<file path="src/hdl/spgh_pkg.sv">
// Shared types, constants and modular helpers for the sparse polynomial
// gradient/Hessian unit. No dependencies.
`default_nettype none
package spgh_pkg;

   localparam logic [63:0] P_MOD    = 64'hFFFF_FFFF_FFFF_FFC5;  // 2^64 - 59
   localparam int          VAR_W    = 6;
   localparam int          MAX_VARS = 64;
   localparam int          HESS_AW  = 2 * VAR_W;
   localparam logic [3:0]  NUM_JOBS = 4'd11;

   typedef enum logic [1:0] {
      OP_LOAD  = 2'd0,
      OP_CLEAR = 2'd1,
      OP_TERM  = 2'd2,
      OP_READ  = 2'd3
   } op_type;

   localparam logic [1:0] TGT_VALUE = 2'd0;
   localparam logic [1:0] TGT_GRAD  = 2'd1;
   localparam logic [1:0] TGT_HESS  = 2'd2;

   localparam logic [1:0] CSR_DEGREE   = 2'd0;
   localparam logic [1:0] CSR_ORDER    = 2'd1;
   localparam logic [1:0] CSR_NUM_VARS = 2'd2;

   typedef enum logic [3:0] {
      S_CLEAR,
      S_IDLE,
      S_FETCH,
      S_FETCH_CAP,
      S_JOB,
      S_CHAIN,
      S_MUL_WAIT,
      S_ACC_RD,
      S_ACC_WR,
      S_RD_WAIT
   } state_type;

   typedef enum logic [1:0] {
      JOB_VALUE,
      JOB_GRAD,
      JOB_HESS
   } job_kind_type;

   typedef struct packed {
      job_kind_type kind;
      logic [1:0]   i;
      logic [1:0]   j;
   } job_info_type;

   typedef struct packed {
      logic        start;
      logic [63:0] a;
      logic [63:0] b;
   } mul_req_type;

   typedef struct packed {
      logic        done;
      logic [63:0] product;
   } mul_rsp_type;

   function automatic logic [63:0] reduce_once(input logic [63:0] a);
      return (a >= P_MOD) ? a - P_MOD : a;
   endfunction

   // both operands already reduced
   function automatic logic [63:0] mod_add(input logic [63:0] a, input logic [63:0] b);
      logic [64:0] s;
      s = {1'b0, a} + {1'b0, b};
      if (s >= {1'b0, P_MOD})
         s = s - {1'b0, P_MOD};
      return s[63:0];
   endfunction

   // job 0: value, 1..4: gradient entry i, 5..10: Hessian pair (i,j)
   function automatic job_info_type job_info(input logic [3:0] job);
      job_info_type r;
      r = '{kind: JOB_VALUE, i: 2'd0, j: 2'd0};
      case (job)
         4'd1:    r = '{kind: JOB_GRAD, i: 2'd0, j: 2'd0};
         4'd2:    r = '{kind: JOB_GRAD, i: 2'd1, j: 2'd0};
         4'd3:    r = '{kind: JOB_GRAD, i: 2'd2, j: 2'd0};
         4'd4:    r = '{kind: JOB_GRAD, i: 2'd3, j: 2'd0};
         4'd5:    r = '{kind: JOB_HESS, i: 2'd0, j: 2'd1};
         4'd6:    r = '{kind: JOB_HESS, i: 2'd0, j: 2'd2};
         4'd7:    r = '{kind: JOB_HESS, i: 2'd0, j: 2'd3};
         4'd8:    r = '{kind: JOB_HESS, i: 2'd1, j: 2'd2};
         4'd9:    r = '{kind: JOB_HESS, i: 2'd1, j: 2'd3};
         4'd10:   r = '{kind: JOB_HESS, i: 2'd2, j: 2'd3};
         default: r = '{kind: JOB_VALUE, i: 2'd0, j: 2'd0};
      endcase
      return r;
   endfunction

endpackage
`default_nettype wire

</file>
<file path="src/hdl/spgh_mulmod.sv">
// Iterative 64x64 modular multiplier mod 2^64-59 on one 32x32 multiplier.
// Depends on spgh_pkg.
`default_nettype none
module spgh_mulmod (
   input  wire logic                 clock,
   input  wire logic                 reset,
   input  wire spgh_pkg::mul_req_type mul_req,
   output spgh_pkg::mul_rsp_type      mul_rsp
);

   logic         run_ff, run_in;
   logic [2:0]   cnt_ff, cnt_in;
   logic         done_ff, done_in;
   logic [63:0]  a_ff, a_in, b_ff, b_in, prod_ff, prod_in;
   logic [127:0] acc_ff, acc_in;
   logic [31:0]  a_half, b_half;
   logic [63:0]  pp;
   logic [70:0]  t71;
   logic [64:0]  u65;
   logic [63:0]  v64;

   always_comb begin
      a_half = cnt_ff[1] ? a_ff[63:32] : a_ff[31:0];
      b_half = cnt_ff[0] ? b_ff[63:32] : b_ff[31:0];
      pp     = 64'(a_half) * 64'(b_half);
      // 2^64 = 59 mod p: fold the high half twice
      t71    = {7'b0, acc_ff[63:0]} + {7'b0, acc_ff[127:64]} * 71'd59;
      u65    = {1'b0, acc_ff[63:0]} + 65'(acc_ff[70:64]) * 65'd59;
      v64    = acc_ff[64] ? acc_ff[63:0] + 64'd59 : acc_ff[63:0];
   end

   always_comb begin
      run_in  = run_ff;
      cnt_in  = cnt_ff;
      done_in = 1'b0;
      a_in    = a_ff;
      b_in    = b_ff;
      acc_in  = acc_ff;
      prod_in = prod_ff;
      if (mul_req.start) begin
         run_in = 1'b1;
         cnt_in = 3'd0;
         a_in   = mul_req.a;
         b_in   = mul_req.b;
         acc_in = '0;
      end else if (run_ff) begin
         cnt_in = cnt_ff + 3'd1;
         case (cnt_ff)
            3'd0: acc_in = acc_ff + {64'b0, pp};
            3'd1,
            3'd2: acc_in = acc_ff + {32'b0, pp, 32'b0};
            3'd3: acc_in = acc_ff + {pp, 64'b0};
            3'd4: acc_in = {57'b0, t71};
            3'd5: acc_in = {63'b0, u65};
            3'd6: begin
               prod_in = spgh_pkg::reduce_once(v64);
               done_in = 1'b1;
               run_in  = 1'b0;
            end
            default: run_in = 1'b0;
         endcase
      end
   end

   always_ff @(posedge clock) begin
      if (reset) begin
         run_ff  <= 1'b0;
         cnt_ff  <= 3'd0;
         done_ff <= 1'b0;
      end else begin
         run_ff  <= run_in;
         cnt_ff  <= cnt_in;
         done_ff <= done_in;
      end
   end

   always_ff @(posedge clock) begin
      a_ff    <= a_in;
      b_ff    <= b_in;
      acc_ff  <= acc_in;
      prod_ff <= prod_in;
   end

   assign mul_rsp.done    = done_ff;
   assign mul_rsp.product = prod_ff;

endmodule
`default_nettype wire

</file>
<file path="config.mk">
export PLATFORM = sky130hd
export DESIGN_NAME = spgh_mulmod
export DESIGN_NICKNAME = d
export VERILOG_FILES = /design/src/hdl/spgh_pkg.sv /design/src/hdl/spgh_mulmod.sv
export SDC_FILE = /design/constraint.sdc
export NUM_CORES = 2
export LEC_CHECK = 0
export BUFFER_PORTS_ARGS = -buffer_cell sky130_fd_sc_hd__buf_2
export CORE_MARGIN = 5
export CORE_UTILIZATION = 25
export CTS_CLUSTER_DIAMETER = 60
export DETAILED_ROUTE_END_ITERATION = 10
export PLACE_DENSITY_LB_ADDON = 0.08
export RECOVER_POWER = 25
export SLEW_MARGIN = 20
export SYNTH_ARGS = -nofsm -noshare
export SYNTH_HDL_FRONTEND = slang
export SYNTH_SLANG_ARGS = --single-unit
export TNS_END_PERCENT = 50
</file>
<file path="constraint.sdc">
create_clock -name clock -period 16.1 [get_ports clock]
set_input_delay 3.22 -clock clock [delete_from_list [all_inputs] [get_ports clock]]
set_output_delay 3.22 -clock clock [all_outputs]
set_load 0.01 [all_outputs]
</file>
==> flow_summary.toml <==
[timing]
post-route-period-util_pct = 89.2
slew_viol_final = 37
setup_viol = 0
hold_violations = 0
relSlewSlack_pct = -73.4
tns_ps = 0
clock.fmax_mhz = 69.6
tightest_slew_ps = 2600
period_needed_ps = 14360
rsz0062_at_grt = "false"
fin_skew_ps = 53.6

[critical_path]
timing.critical_path.mode_cell = "fa_1"
rr_worst_depth = 39
path_delay_family = "adder cells"
worstSetupPathType = "reg2reg"
cp.arrival_ps = 14990
reg2reg_to = "acc_ff[127]"
critPathBufInv = 6
r2r_setup_slack_ps = 1740
cp_slowest_cell = "mux2i_2"
critPathMaxStageDelay_ps = 1000
endpoint = "acc_ff[127]"
cp-end-kind = "flop"
critPathLaunchType = "flop"
worstSetupStartpoint = "cnt_ff[0]"
cp.depth = 39
r2r_start = "cnt_ff[0]"
worstPathRequired_ps = 16730
critical_path_peak_fanout = 31

[detailed_routing]
wire_per_inst_um = 29.6
first_iter_violations = 6485
ant_nets = 0
vias_per_cell = 5.27
drc_errors = 0
vias = 67200
drtPass1Iterations = 7
wl_mm = 377

[logic_synthesis]
syn-num-nets = 10600
synth_edf_count = 192
syn_avg_cell_area_sq_um = 8.51
ys.flop_type = "edfxtp_1"
synthCells = 8706
synth_area_sq_um = 74100
yosysWarnings = 0
synthArstFlopShare_pct = 0
ys_seq_area_share_pct = 11.4
synth.distinct_cells = 96
ys_seq_elements = 325

[outcome]
violations = "capacitance limit, slew limit"
status = "finished with violations"

[floorplan]
die_h_um = 555
core_area_sq_um = 296000
io_pins = 196
die_w_um = 555
rows = 200
start_util_pct = 25.0
die_area_sq_um = 307000

[placed_design]
portBuffers = 195
hpwl_mm = 312
place_congestion = 0.935

[global_route]
grt_max_degree = 95
antenna_found_initial = 20
grt_pass1_wl_mm = 533
grt_pass1_vias = 68000
track_usage_pct = 24.0
grt.overflow.total = 0

[cts]
postCtsSetupRepairBufs = 0
h-tree-depth = 2
numCtsBuffers = 56
cts_num_sinks = 325
root_buffer = "clkbuf_16"
clk_pin_slew_ps = 60
cts_resized = 0
holdBufCountCts = 0
clock_latency_ps = 750
clock_path_buffers = 3
cts_tree = "yes"

[finish]
layout_commonest_cell = "fa_1"
drive_above_1_share_pct = 8.16
mostFrequentLayoutCells = "fa_1 (1154), inv_1 (1088), nor2_1 (955)"
fillCellCount = 31900
nNetsFinal = 10700
area_growth_pct = 11.3

[flow_run]
drv_cap = 1

[hold_path]
min_path_type = "reg2reg"
cell type report:
cell class | count | area [sq um] | share of cell area, %
diodes | 16 | 40.0 | 0.0485
clock buffers | 66 | 1470 | 1.78
clock inverters | 39 | 430 | 0.522
inverters | 1090 | 4090 | 4.96
multi-input cells | 6853 | 60500 | 73.3
flip-flops and latches | 325 | 8440 | 10.2
well taps | 3939 | 4930 | 5.97
repair buffers | 415 | 2650 | 3.21
how the worst min path moves through the flow:
stage / startpoint / endpoint / depth (start not counted)
2_1_floorplan: acc_ff[0] / acc_ff[0] / 2
3_3_place_gp: acc_ff[69] / acc_ff[69] / 2
3_5_place_dp: acc_ff[69] / acc_ff[69] / 2
4_1_cts: acc_ff[69] / acc_ff[69] / 2
5_1_grt: acc_ff[69] / acc_ff[69] / 2
6_report: acc_ff[69] / acc_ff[69] / 2
routing by layer:
layer	up-vias	global-route usage [%]	share of wire, %
li1	29500	-	-
met4	2	5.31	2.6
met5	-	0	0.0034
met1	35000	35.8	48
met2	2384	36.4	43
met3	300	3.84	6.7
synthesized netlist by cell type (25+ instances only):
cell type / count / share of area (%)
mux2_2: 64 / 0.97
a21o_1: 174 / 1.8
nand2_1: 914 / 4.6
dfxtp_1: 133 / 3.6
o221ai_1: 27 / 0.32
or3_1: 52 / 0.44
o21a_1: 62 / 0.63
nor2b_1: 42 / 0.35
ha_1: 639 / 11
a211oi_1: 63 / 0.64
o21ai_0: 374 / 2.5
or4_1: 26 / 0.26
mux2i_1: 77 / 1.0
nand4_1: 158 / 1.3
a21oi_1: 524 / 3.5
a31oi_1: 68 / 0.57
o211ai_1: 37 / 0.37
a221oi_1: 66 / 0.78
nor3_1: 138 / 0.93
inv_1: 1089 / 5.5
xor2_1: 134 / 1.6
nor2_1: 959 / 4.9
xnor2_1: 260 / 3.1
clkbuf_1: 398 / 2.0
o21bai_1: 84 / 0.85
and4_1: 25 / 0.30
and3_1: 62 / 0.52
fa_1: 1154 / 31
nand3_1: 139 / 0.94
and2_1: 39 / 0.33
o31ai_1: 34 / 0.34
edfxtp_1: 192 / 7.8
nor4_1: 67 / 0.57
nand2b_1: 49 / 0.41
metrics by stage:
| step | cells | util, % | cell area [sq um] | setup slack [ps] | hold slack, ps |
|---|---|---|---|---|---|
| 2_1_floorplan | 8706 | - | 74100 | 4180 | 494 |
| 3_3_place_gp | 12600 | 27.2 | 80500 | 1250 | 491 |
| 3_5_place_dp | 12600 | 27.2 | 80600 | 1730 | 511 |
| 4_1_cts | 12700 | 27.9 | 82500 | 1710 | 527 |
| 5_1_grt | 12700 | 27.9 | 82500 | 940 | 575 |
| 6_report | 12700 | 27.9 | 82500 | 1740 | 532 |
logic make-up (layout without fill, tap and decap cells):
group,Yosys count,in the layout,share of synthesized area (%)
DFF,325,325,11.4
adders and majority gates,1793,1793,42.0
buffers and inverters,1528,1610,7.80
and+or+nand+nor,2740,2740,16.7
muxes,141,141,2.01
xor gates and xnor gates,395,395,4.69
AOI/OAI and AO/OA,1784,1784,15.5
other,0,16,0
sequential cells by signal (all words and copies together), names as in the netlist:
register / cells
run_ff: 1
done_ff: 1
prod_ff: 64
a_ff: 64
cnt_ff: 3
b_ff: 64
acc_ff: 128
worst reg2reg max path: cells and delay by family (launching register included):
kind                     cells  cell delay [ps]
AO/OA/AOI/OAI               14             4020
XOR/XNOR                     2             1020
adder cells (fa/ha/maj)     10             5140
buffers and inverters        6              350
flip-flops                   1              900
multiplexers                 1             1020
AND/OR/NAND/NOR              6             1800
Power is not shown: default switching activity piles up to over one toggle a cycle in this logic, so the estimate is an artifact.
